===== config.mk =====
export PLATFORM = sky130hd
export DESIGN_NAME = array_priority_queue
export DESIGN_NICKNAME = d
export VERILOG_FILES = /design/src/rtl/apq_pkg.sv /design/src/rtl/array_priority_queue.sv /design/src/rtl/apq_store.sv /design/src/rtl/apq_seq.sv
export SDC_FILE = /design/constraint.sdc
export NUM_CORES = 1
export LEC_CHECK = 0
export ABC_AREA = 1
export BUFFER_PORTS_ARGS = -buffer_cell sky130_fd_sc_hd__buf_2
export CORE_AREA = 10 10 301 216
export CTS_CLUSTER_SIZE = 28
export DETAILED_ROUTE_END_ITERATION = 10
export DIE_AREA = 0 0 311 226
export GPL_ROUTABILITY_DRIVEN = 0
export PLACE_DENSITY_LB_ADDON = 0.1
export SYNTH_ARGS = -nofsm -noshare
export SYNTH_HDL_FRONTEND = slang
export SYNTH_SLANG_ARGS = --single-unit

===== constraint.sdc =====
create_clock -name clk -period 15.7 [get_ports clk]
set_clock_uncertainty 0.05 [all_clocks]
set_input_delay 3.14 -clock clk [delete_from_list [all_inputs] [get_ports clk]]
set_output_delay 3.14 -clock clk [all_outputs]
set_load 0.005 [all_outputs]

===== src/rtl/apq_pkg.sv =====
// Package for the array priority queue: sizes, codes, word types and sequencer states.
`timescale 1ns / 1ps

package apq_pkg;

  localparam int DEPTH = 16;
  localparam int IDX_W = $clog2(DEPTH);
  localparam int CNT_W = $clog2(DEPTH + 1);
  localparam int PRI_W = 16;
  localparam int PAY_W = 32;

  localparam logic OP_INSERT = 1'b0;
  localparam logic OP_REMOVE = 1'b1;

  localparam logic [1:0] ST_DONE  = 2'd0;
  localparam logic [1:0] ST_FULL  = 2'd1;
  localparam logic [1:0] ST_EMPTY = 2'd2;

  typedef struct packed {
    logic                    opcode;
    logic signed [PRI_W-1:0] priority_req;
    logic signed [PAY_W-1:0] payload;
  } req_word_t;

  typedef struct packed {
    logic [1:0]              status;
    logic signed [PRI_W-1:0] out_priority;
    logic signed [PAY_W-1:0] out_payload;
  } rsp_word_t;

  typedef struct packed {
    logic                    we;
    logic [IDX_W-1:0]        waddr;
    logic signed [PRI_W-1:0] wpri;
    logic signed [PAY_W-1:0] wpay;
    logic [IDX_W-1:0]        raddr;
  } store_req_t;

  typedef enum logic [2:0] {
    S_IDLE,
    S_INS,
    S_MIN,
    S_FIND,
    S_DONE
  } seq_state_t;

  // One slot down the ring, wrapping from slot zero to the top slot.
  function automatic logic [IDX_W-1:0] slot_dec(input logic [IDX_W-1:0] s);
    if (s == '0) begin
      return IDX_W'(DEPTH - 1);
    end
    return s - IDX_W'(1);
  endfunction

endpackage


===== src/rtl/array_priority_queue.sv =====
// Top level of the array priority queue: sequencer, slot storage and the result register.
`timescale 1ns / 1ps

// The queue holds up to DEPTH entries, each a signed priority and a payload.
// Request words enter on req/req_valid/req_stall: an insert or a remove of
// the entry with the smallest priority. Every request yields one response
// word on rsp/rsp_valid/rsp_stall with a status (done, full, empty) and, for
// a remove, the priority and payload taken out.
// One request is worked at a time; req_stall is high from acceptance until
// its response is loaded into the output register. An insert walks the
// slots one per cycle from the cursor down to the first free one. A remove
// makes one pass over all slots through the single read port to find the
// minimum, then a second pass from the cursor to find the first slot
// holding it. A full insert or an empty remove answers without a scan.
// Reset empties the queue at once and sets the cursor to the top slot.
// While the receiver stalls, the response word holds in the output register;
// the next request is still accepted and worked, and it waits for the
// register to free before it completes.

module array_priority_queue
  import apq_pkg::*;
(
  input  logic      clk,
  input  logic      rst,
  input  logic      req_valid,
  output logic      req_stall,
  input  req_word_t req,
  output logic      rsp_valid,
  input  logic      rsp_stall,
  output rsp_word_t rsp
);

  store_req_t              store;
  logic signed [PRI_W-1:0] rd_pri;
  logic signed [PAY_W-1:0] rd_pay;
  logic                    res_valid;
  rsp_word_t               res;
  logic                    res_take;

  assign res_take = !rsp_valid || !rsp_stall;

  apq_seq u_seq (
    .clk       (clk),
    .rst       (rst),
    .req_valid (req_valid),
    .req       (req),
    .req_stall (req_stall),
    .store     (store),
    .rd_pri    (rd_pri),
    .rd_pay    (rd_pay),
    .res_valid (res_valid),
    .res       (res),
    .res_take  (res_take)
  );

  apq_store u_store (
    .clk    (clk),
    .req    (store),
    .rd_pri (rd_pri),
    .rd_pay (rd_pay)
  );

  always_ff @(posedge clk) begin
    if (rst) begin
      rsp_valid <= 1'b0;
    end else if (res_take) begin
      rsp_valid <= res_valid;
    end
  end

  always_ff @(posedge clk) begin
    if (res_take && res_valid) begin
      rsp <= res;
    end
  end

endmodule


===== src/rtl/apq_store.sv =====
// Slot storage for priority and payload, one write and one registered read per cycle.
`timescale 1ns / 1ps

module apq_store
  import apq_pkg::*;
(
  input  logic                    clk,
  input  store_req_t              req,
  output logic signed [PRI_W-1:0] rd_pri,
  output logic signed [PAY_W-1:0] rd_pay
);

  logic signed [PRI_W-1:0] pri_mem [DEPTH];
  logic signed [PAY_W-1:0] pay_mem [DEPTH];

  always_ff @(posedge clk) begin
    if (req.we) begin
      pri_mem[req.waddr] <= req.wpri;
      pay_mem[req.waddr] <= req.wpay;
    end
    rd_pri <= pri_mem[req.raddr];
    rd_pay <= pay_mem[req.raddr];
  end

endmodule


===== src/rtl/apq_seq.sv =====
// Sequencer with the shared priority comparator: slot scans for insert, minimum and removal.
`timescale 1ns / 1ps

module apq_seq
  import apq_pkg::*;
(
  input  logic                    clk,
  input  logic                    rst,
  input  logic                    req_valid,
  input  req_word_t               req,
  output logic                    req_stall,
  output store_req_t              store,
  input  logic signed [PRI_W-1:0] rd_pri,
  input  logic signed [PAY_W-1:0] rd_pay,
  output logic                    res_valid,
  output rsp_word_t               res,
  input  logic                    res_take
);

  seq_state_t state, state_next;

  logic [DEPTH-1:0]        used;
  logic [CNT_W-1:0]        count;
  logic [IDX_W-1:0]        cursor;
  logic [IDX_W-1:0]        ptr;
  logic                    iss_done;
  logic                    issue_en;
  logic                    chk_valid;
  logic                    chk_used;
  logic                    chk_last;
  logic [IDX_W-1:0]        chk_idx;
  logic signed [PRI_W-1:0] best;
  logic                    found;
  logic signed [PRI_W-1:0] op_pri;
  logic signed [PAY_W-1:0] op_pay;
  logic                    cmp_lt;
  logic                    cmp_eq;
  logic                    hit;

  // The one comparator, used for the minimum pass and for the match pass.
  assign cmp_lt = rd_pri < best;
  assign cmp_eq = rd_pri == best;
  assign hit    = chk_valid && chk_used && cmp_eq;

  always_comb begin
    state_next = state;
    case (state)
      S_IDLE: begin
        if (req_valid) begin
          if (req.opcode == OP_INSERT) begin
            state_next = (count == CNT_W'(DEPTH)) ? S_DONE : S_INS;
          end else begin
            state_next = (count == '0) ? S_DONE : S_MIN;
          end
        end
      end
      S_INS: begin
        if (!used[ptr]) begin
          state_next = S_DONE;
        end
      end
      S_MIN: begin
        if (chk_valid && chk_last) begin
          state_next = S_FIND;
        end
      end
      S_FIND: begin
        if (hit) begin
          state_next = S_DONE;
        end
      end
      S_DONE: begin
        if (res_take) begin
          state_next = S_IDLE;
        end
      end
      default: state_next = S_IDLE;
    endcase
  end

  always_comb begin
    req_stall   = (state != S_IDLE);
    res_valid   = (state == S_DONE);
    issue_en    = ((state == S_MIN) && !iss_done) || (state == S_FIND);
    store.we    = (state == S_INS) && !used[ptr];
    store.waddr = ptr;
    store.wpri  = op_pri;
    store.wpay  = op_pay;
    store.raddr = ptr;
  end

  always_ff @(posedge clk) begin
    if (rst) begin
      state     <= S_IDLE;
      used      <= '0;
      count     <= '0;
      cursor    <= IDX_W'(DEPTH - 1);
      chk_valid <= 1'b0;
      iss_done  <= 1'b0;
      found     <= 1'b0;
    end else begin
      state     <= state_next;
      chk_valid <= issue_en;
      case (state)
        S_IDLE: begin
          if (req_valid) begin
            ptr          <= (req.opcode == OP_INSERT) ? cursor : '0;
            iss_done     <= 1'b0;
            found        <= 1'b0;
            res.status   <= (req.opcode == OP_INSERT) ? ST_FULL : ST_EMPTY;
            res.out_priority <= '0;
            res.out_payload  <= '0;
          end
        end
        S_INS: begin
          if (!used[ptr]) begin
            used[ptr]  <= 1'b1;
            cursor     <= ptr;
            count      <= count + CNT_W'(1);
            res.status <= ST_DONE;
          end else begin
            ptr <= slot_dec(ptr);
          end
        end
        S_MIN: begin
          if (!iss_done) begin
            if (ptr == IDX_W'(DEPTH - 1)) begin
              iss_done <= 1'b1;
            end else begin
              ptr <= ptr + IDX_W'(1);
            end
          end
          if (chk_valid && chk_used && (!found || cmp_lt)) begin
            best  <= rd_pri;
            found <= 1'b1;
          end
          // The match pass starts at the cursor once the minimum is settled.
          if (chk_valid && chk_last) begin
            ptr <= cursor;
          end
        end
        S_FIND: begin
          ptr <= slot_dec(ptr);
          if (hit) begin
            used[chk_idx]    <= 1'b0;
            count            <= count - CNT_W'(1);
            res.status       <= ST_DONE;
            res.out_priority <= rd_pri;
            res.out_payload  <= rd_pay;
          end
        end
        default: begin
        end
      endcase
    end
  end

  // Operand capture on acceptance, and the slot tag that travels alongside the registered memory read.
  always_ff @(posedge clk) begin
    if (state == S_IDLE && req_valid) begin
      op_pri <= req.priority_req;
      op_pay <= req.payload;
    end
    chk_used <= used[ptr];
    chk_idx  <= ptr;
    chk_last <= (ptr == IDX_W'(DEPTH - 1));
  end

endmodule


==> impl_metrics.ini, run 1 <==
[status]
outcome = completed

[logic_synthesis]
synth.largest_area_cell = edfxtp_1
ys_types = 39
ys_ff_latch = 1022
syn_area_per_cell_um2 = 13.3
yosys.area.top_type_share = 0.724
netlist_area_mm2 = 0.0388
yosysSeqAreaShare = 0.768
ys_warn_count = 0
async_flop_share = 0
synth.area.top_cells = edfxtp_1 (72%), o21ai_0 (5.6%), nor2_1 (4.5%), dfxtp_1 (4.4%), o22ai_1 (3.1%)
synth_nets = 3003
synth_edf_count = 936
synth_flop_cell = edfxtp_1
netlist_instances = 2926

[cts]
holdBufCountCts = 0
cts_max_level = 3
clkSinkCount = 1022
cts_setup_buffers = 0
clock_latency_ns = 0.65
cts_resized = 0
clock-root-buffer = clkbuf_16
cts.clk_slew.worst_paths_ns = 0.07
cts_tree = yes
ctsLongestPathBuffers = 3
numCtsBuffers = 89

[setup_path]
cp-start-kind = register
path_cells = nor2_1, inv_1, nor2_1, inv_1, buf_2
end_kind = primary output
crit_type = reg -> out
cp_top_family = buffers and inverters
crit_fanout = 5
slowest_delay_ns = 0.36
cpMaxStageDelayCell = dfxtp_1
crit_required_ns = 12.51
cp_num_buf_inv = 3
cp.arrival_ns = 1.74

[route]
drc_errors = 0
wl_met1_um = 37000
ant_nets = 0
vias = 23825
drt_iter0_markers = 3353
routed.top_layer = met4
drt_wl_total_um = 91000
via_per_inst = 6.16
dr_wl_met3_um = 8360
route.met2.wl_um = 43100
post_drt_wl_per_cell_um = 23.5
dr.pass1.iters = 6

[floorplan]
io-pin-count = 105
die-area_mm2 = 0.0703
die_h_um = 226
start_util = 0.655
die_w_um = 311
core-area_mm2 = 0.0593
rows = 75

[sta]
fmax_ghz = 0.203
drv_slew = 0
grt_setup_unrepaired = no
setup_tns_ns = 0
setup_slack_ns = 10.77
finalSetupViolations = 0
min_period_over_period = 0.314
post-route-min-period_ns = 4.93
tightest_slew_ns = 1.15
hold_viol = 0
slew_headroom = 0.234

[power_and_ir_drop]
vdd_drop_max_mv = 0.129
power_leakage_nw = 14.5
p_per_area_mw_per_mm2 = 173

[global_routing]
grt_max_degree = 190
grt_first_pass_wirelength_um = 137000
grt_overflow = 0
grt.total_usage = 0.254
grt_pass1_vias = 23041
antenna_found_initial = 0

[placed_design]
placed_cell_area_mm2 = 0.0400
dp_hpwl_um = 42200
place.port_buffers = 104
dp_slack_ns = 10.81

[layout]
drive_gt1_frac = 0.107
final_cell_area_mm2 = 0.0430
antenna_cells = 0
nFillCells = 3781
finalNetCount = 3062
area_growth_pct = 10.8

[run]
maxCapViolations = 0

[worst_hold_path]
holdCritPathClass = reg -> reg
metrics by stage:
step	util	total power [mW]	hold slack, ns	instances
after floorplan	-	4.70	0.299	2926
after global placement	0.675	5.18	0.353	3702
after detailed placement	0.675	5.25	0.355	3702
after CTS	0.725	7.46	0.370	3869
after global routing	0.725	7.78	0.377	3869
final	0.725	7.46	0.368	3869
flip-flops by register name (all words and copies together), names as in the netlist, 3 cells and up:
signal           count
u_seq.state          3
u_seq.cursor         4
u_store.rd_pri      16
u_seq.used          16
u_seq.chk_idx        4
u_seq.res           50
u_seq.ptr            4
u_seq.op_pay        32
u_store.pri_mem    256
u_store.pay_mem    512
u_seq.count          5
rsp                 50
u_store.rd_pay      32
u_seq.best          16
u_seq.op_pri        16
synthesized netlist by cell type, types with 5 or more instances:
cell type,n
a21oi_1,31
nand4_1,49
a21oi_2,8
nor3_1,16
o211ai_1,5
buf_4,7
nand2_1,290
inv_1,122
buf_2,35
nand3_1,37
nand2_2,10
ha_1,23
xor2_1,6
inv_2,8
clkbuf_1,120
o22ai_1,192
o21ai_0,436
dfxtp_1,86
nor2_1,469
edfxtp_1,936
final cells by class:
cell class	instances	area, um^2	share of cell area
clock buffers	137	2540	0.0590
well taps	808	1010	0.0235
flip-flops and latches	1022	29800	0.694
inverters	131	503	0.0117
clock inverters	30	447	0.0104
multi-input cells	1602	7880	0.183
repair buffers	139	796	0.0185
layer usage:
layer / global-route usage / vias up
met4: 0.0828 / 0
met3: 0.0412 / 195
met2: 0.413 / 1201
met1: 0.352 / 11695
met5: 0 / -
li1: - / 10734
report_power, final:
part | switching (mW) | internal [mW] | total, mW
sequential | 0.209 | 3.41 | 3.62
combinational | 1.16 | 0.441 | 1.60
clock | 0.953 | 1.28 | 2.24
total | 2.33 | 5.13 | 7.46
worst paths after layout:
| check | from | end | slack (ns) | cells past startpoint |
|---|---|---|---|---|
| worst max-delay path | u_seq.state[2]$_SDFFE_PP0P_ | req_stall | 10.77 | 5 |
| worst max register to register | u_seq.ptr[0]$_DFFE_PP_ | u_store.pay_mem[14][26]$_DFFE_PP_ | 11.48 | 6 |
| worst min-delay path | u_seq.res[12]$_SDFFCE_PN0P_ | rsp[12]$_DFFE_PP_ | 0.37 | 0 |
| worst min register to register | u_seq.res[12]$_SDFFCE_PN0P_ | rsp[12]$_DFFE_PP_ | 0.37 | 0 |
cells by family after synthesis:
| kind of cell | count (synthesis) | synth area share |
|---|---|---|
| flops | 1022 | 0.768 |
| simple gates | 885 | 0.0937 |
| compound gates | 687 | 0.0967 |
| buf+inv | 302 | 0.0322 |
| fa+ha+maj | 24 | 0.00793 |
| xor+xnor | 6 | 0.00135 |
cells in the final DEF, fill, tap and decap left out, types with 8 or more instances in the layout:
master | synthesis | routed
ha_1 | 23 | 23
dfxtp_1 | 86 | 86
buf_4 | 7 | 34
a21oi_1 | 31 | 30
edfxtp_1 | 936 | 936
o22ai_1 | 192 | 192
nand2_2 | 10 | 10
a21oi_2 | 8 | 8
clkbuf_8 | 0 | 13
buf_2 | 35 | 104
clkbuf_1 | 120 | 35
clkbuf_16 | 0 | 89
nor3_2 | 0 | 15
nand2_1 | 290 | 290
nand3_1 | 37 | 37
inv_1 | 122 | 122
nand4_1 | 49 | 49
bufinv_16 | 0 | 10
nor2_1 | 469 | 466
o21ai_0 | 436 | 436
Power figures use the tool's default switching activity.
==> run 2, diff against run 1 <==
--- a/config.mk
+++ b/config.mk
@@ -7,10 +7,10 @@
 export LEC_CHECK = 0
 export ABC_AREA = 1
 export BUFFER_PORTS_ARGS = -buffer_cell sky130_fd_sc_hd__buf_2
-export CORE_AREA = 10 10 301 216
+export CORE_AREA = 10 10 326 234
 export CTS_CLUSTER_SIZE = 28
 export DETAILED_ROUTE_END_ITERATION = 10
-export DIE_AREA = 0 0 311 226
+export DIE_AREA = 0 0 336 244
 export GPL_ROUTABILITY_DRIVEN = 0
 export PLACE_DENSITY_LB_ADDON = 0.1
 export SYNTH_ARGS = -nofsm -noshare
==> constraint.sdc (replaced) <==
create_clock -name clk -period 4.45 [get_ports clk]
set_clock_uncertainty 0.05 [all_clocks]
set_input_delay 0.89 -clock clk [delete_from_list [all_inputs] [get_ports clk]]
set_output_delay 0.89 -clock clk [all_outputs]
set_load 0.005 [all_outputs]
==> run 2 against run 1 <==
Against the previous run: clock power rose to 3.5 times the previous value; worst setup slack got worse by 9.6 ns; largest power group unchanged; sequential power rose to 3.5 times the previous value.
==> impl_metrics.ini, run 2 (synthesis gave the netlist of run 1 again) <==
[setup_path]
crit_required_ns = 4.68
worstRegToRegCells = 10
end_kind = register
cp.arrival_ns = 3.48
crit_type = reg -> reg
cp-start-kind = register
crit_fanout = 43

[cts]
cts_setup_buffers = 0
holdBufCountCts = 0
cts_max_level = 3
cts.clk_slew.worst_paths_ns = 0.06
ctsLongestPathBuffers = 3
clock-root-buffer = clkbuf_16
clock_latency_ns = 0.65
clkSinkCount = 1022
cts_tree = yes
numCtsBuffers = 94
cts_resized = 0

[layout]
top_register = u_store.pay_mem
area_growth_pct = 11.9
multi_input_area_mm2 = 0.00795
final_cell_area_mm2 = 0.0435
nFillCells = 5294
regArea_mm2 = 0.0298
most-common-layout-cells = edfxtp_1 (936), nor2_1 (466), o21ai_0 (436)
finalNetCount = 3075
reg_top3 = u_store.pay_mem x512, u_store.pri_mem x256
largest_reg_flops = 512
final_common_cell = edfxtp_1
drive_gt1_frac = 0.110

[sta]
finalSetupViolations = 0
post-route-min-period_ns = 3.25
grt_setup_unrepaired = no
min_period_over_period = 0.731
drv_slew = 0
setup_slack_ns = 1.20
tightest_slew_ns = 1.23
hold_viol = 0
whs_ns = 0.356
slew_headroom = 0.178
fmax_ghz = 0.307

[global_routing]
grt_first_pass_wirelength_um = 136000
grt.total_usage = 0.214
grt_max_degree = 255
grt_overflow = 0
antenna_found_initial = 0
grt_pass1_vias = 22664

[worst_hold_path]
min_path_cells = 1
holdCritPathClass = in -> reg

[floorplan]
die_w_um = 336
start_util = 0.552
die-area_mm2 = 0.0820
rows = 82
die_h_um = 244
io-pin-count = 105
core-area_mm2 = 0.0704

[route]
via_per_inst = 5.80
post_drt_wl_per_cell_um = 22.2
drt_iter0_markers = 2189
drc_errors = 0
dr.pass1.iters = 5
ant_nets = 0
drt_wl_total_um = 88800
vias = 23221

[run]
maxCapViolations = 0

[power_and_ir_drop]
comb_power_share = 0.218
p_per_area_mw_per_mm2 = 606
swShare = 0.315
vdd_drop_max_mv = 0.590
p_switching_mw = 8.30
sequentialPowerShare = 0.485
p_int_mw = 18.1
power.share.clock = 0.297
power_leakage_nw = 14.7

[placed_design]
place.port_buffers = 104
placed_cell_area_mm2 = 0.0405
dp_hpwl_um = 45900
dp_slack_ns = 1.18

[status]
outcome = completed
run 2: cell count changes in the layout (fill, tap and decap cells not counted), moves of 6 or more:
| cell | delta |
|---|---|
| buf_4 | -6 |
| nor3_4 | +11 |
| nor3_2 | -11 |
| clkbuf_8 | -12 |
| clkinv_1 | +13 |
| clkinv_2 | +10 |
| buf_12 | +14 |
| clkbuf_16 | +8 |
| clkbuf_1 | -9 |
run 2: critical path, cell delays in order, from the launching register on:
cell and delay [ns]:
edfxtp_1 0.71, buf_4 0.43, nand2_1 0.09, nand3_1 0.08, nand2_1 0.08, nand2_2 0.08, nand2_4 0.07, nor2_8 0.12
nand2_8 0.27, nor3_4 0.26, buf_4 0.62
run 2: area by class of cell:
cell class | instances | area share
Sequential cell | 1022 | 0.686
Multi-Input combinational cell | 1602 | 0.183
Clock buffer | 124 | 0.0584
Clock inverter | 52 | 0.0104
Tap cell | 924 | 0.0266
Antenna cell | 1 | 0.0000576
Timing Repair Buffer | 147 | 0.0237
Inverter | 131 | 0.0115
run 2: power by group through the flow:
stage / registers [mW] / clock network, mW / logic (mW)
floorplan: 12.7 / 0 / 3.90
global placement: 12.9 / 0 / 5.62
detailed placement: 13.0 / 0 / 5.74
CTS: 12.8 / 7.95 / 5.77
global route: 12.9 / 8.36 / 6.41
finish: 12.8 / 7.82 / 5.75
run 2: stage by stage:
step                total power [mW]  utilization  TNS (ns)  cells
global route                    27.7        0.618         0   4002
CTS                             26.5        0.618         0   4002
finish                          26.3        0.618         0   4003
detailed placement              18.7        0.575         0   3826
floorplan                       16.6            -   -179.85   2926
global placement                18.5        0.575         0   3826
run 2: path summary, 6_finish.rpt:
kind	startpoint	endpoint	slack, ns
hold reg to reg	u_seq.res[22]$_SDFFCE_PN0P_	rsp[22]$_DFFE_PP_	0.36
setup reg to reg	u_seq.ptr[0]$_DFFE_PP_	u_store.pay_mem[14][14]$_DFFE_PP_	1.20
setup / recovery	u_seq.ptr[0]$_DFFE_PP_	u_store.pay_mem[14][14]$_DFFE_PP_	1.20
hold / removal	req[36]	u_seq.op_pri[4]$_DFFE_PP_	0.36
run 2: routing by layer:
layer,GRT usage,vias to the layer above,share of wire
li1,-,10762,-
met1,0.309,11481,0.45
met2,0.336,816,0.46
met3,0.0317,162,0.066
met4,0.0649,0,0.025
met5,0,-,0
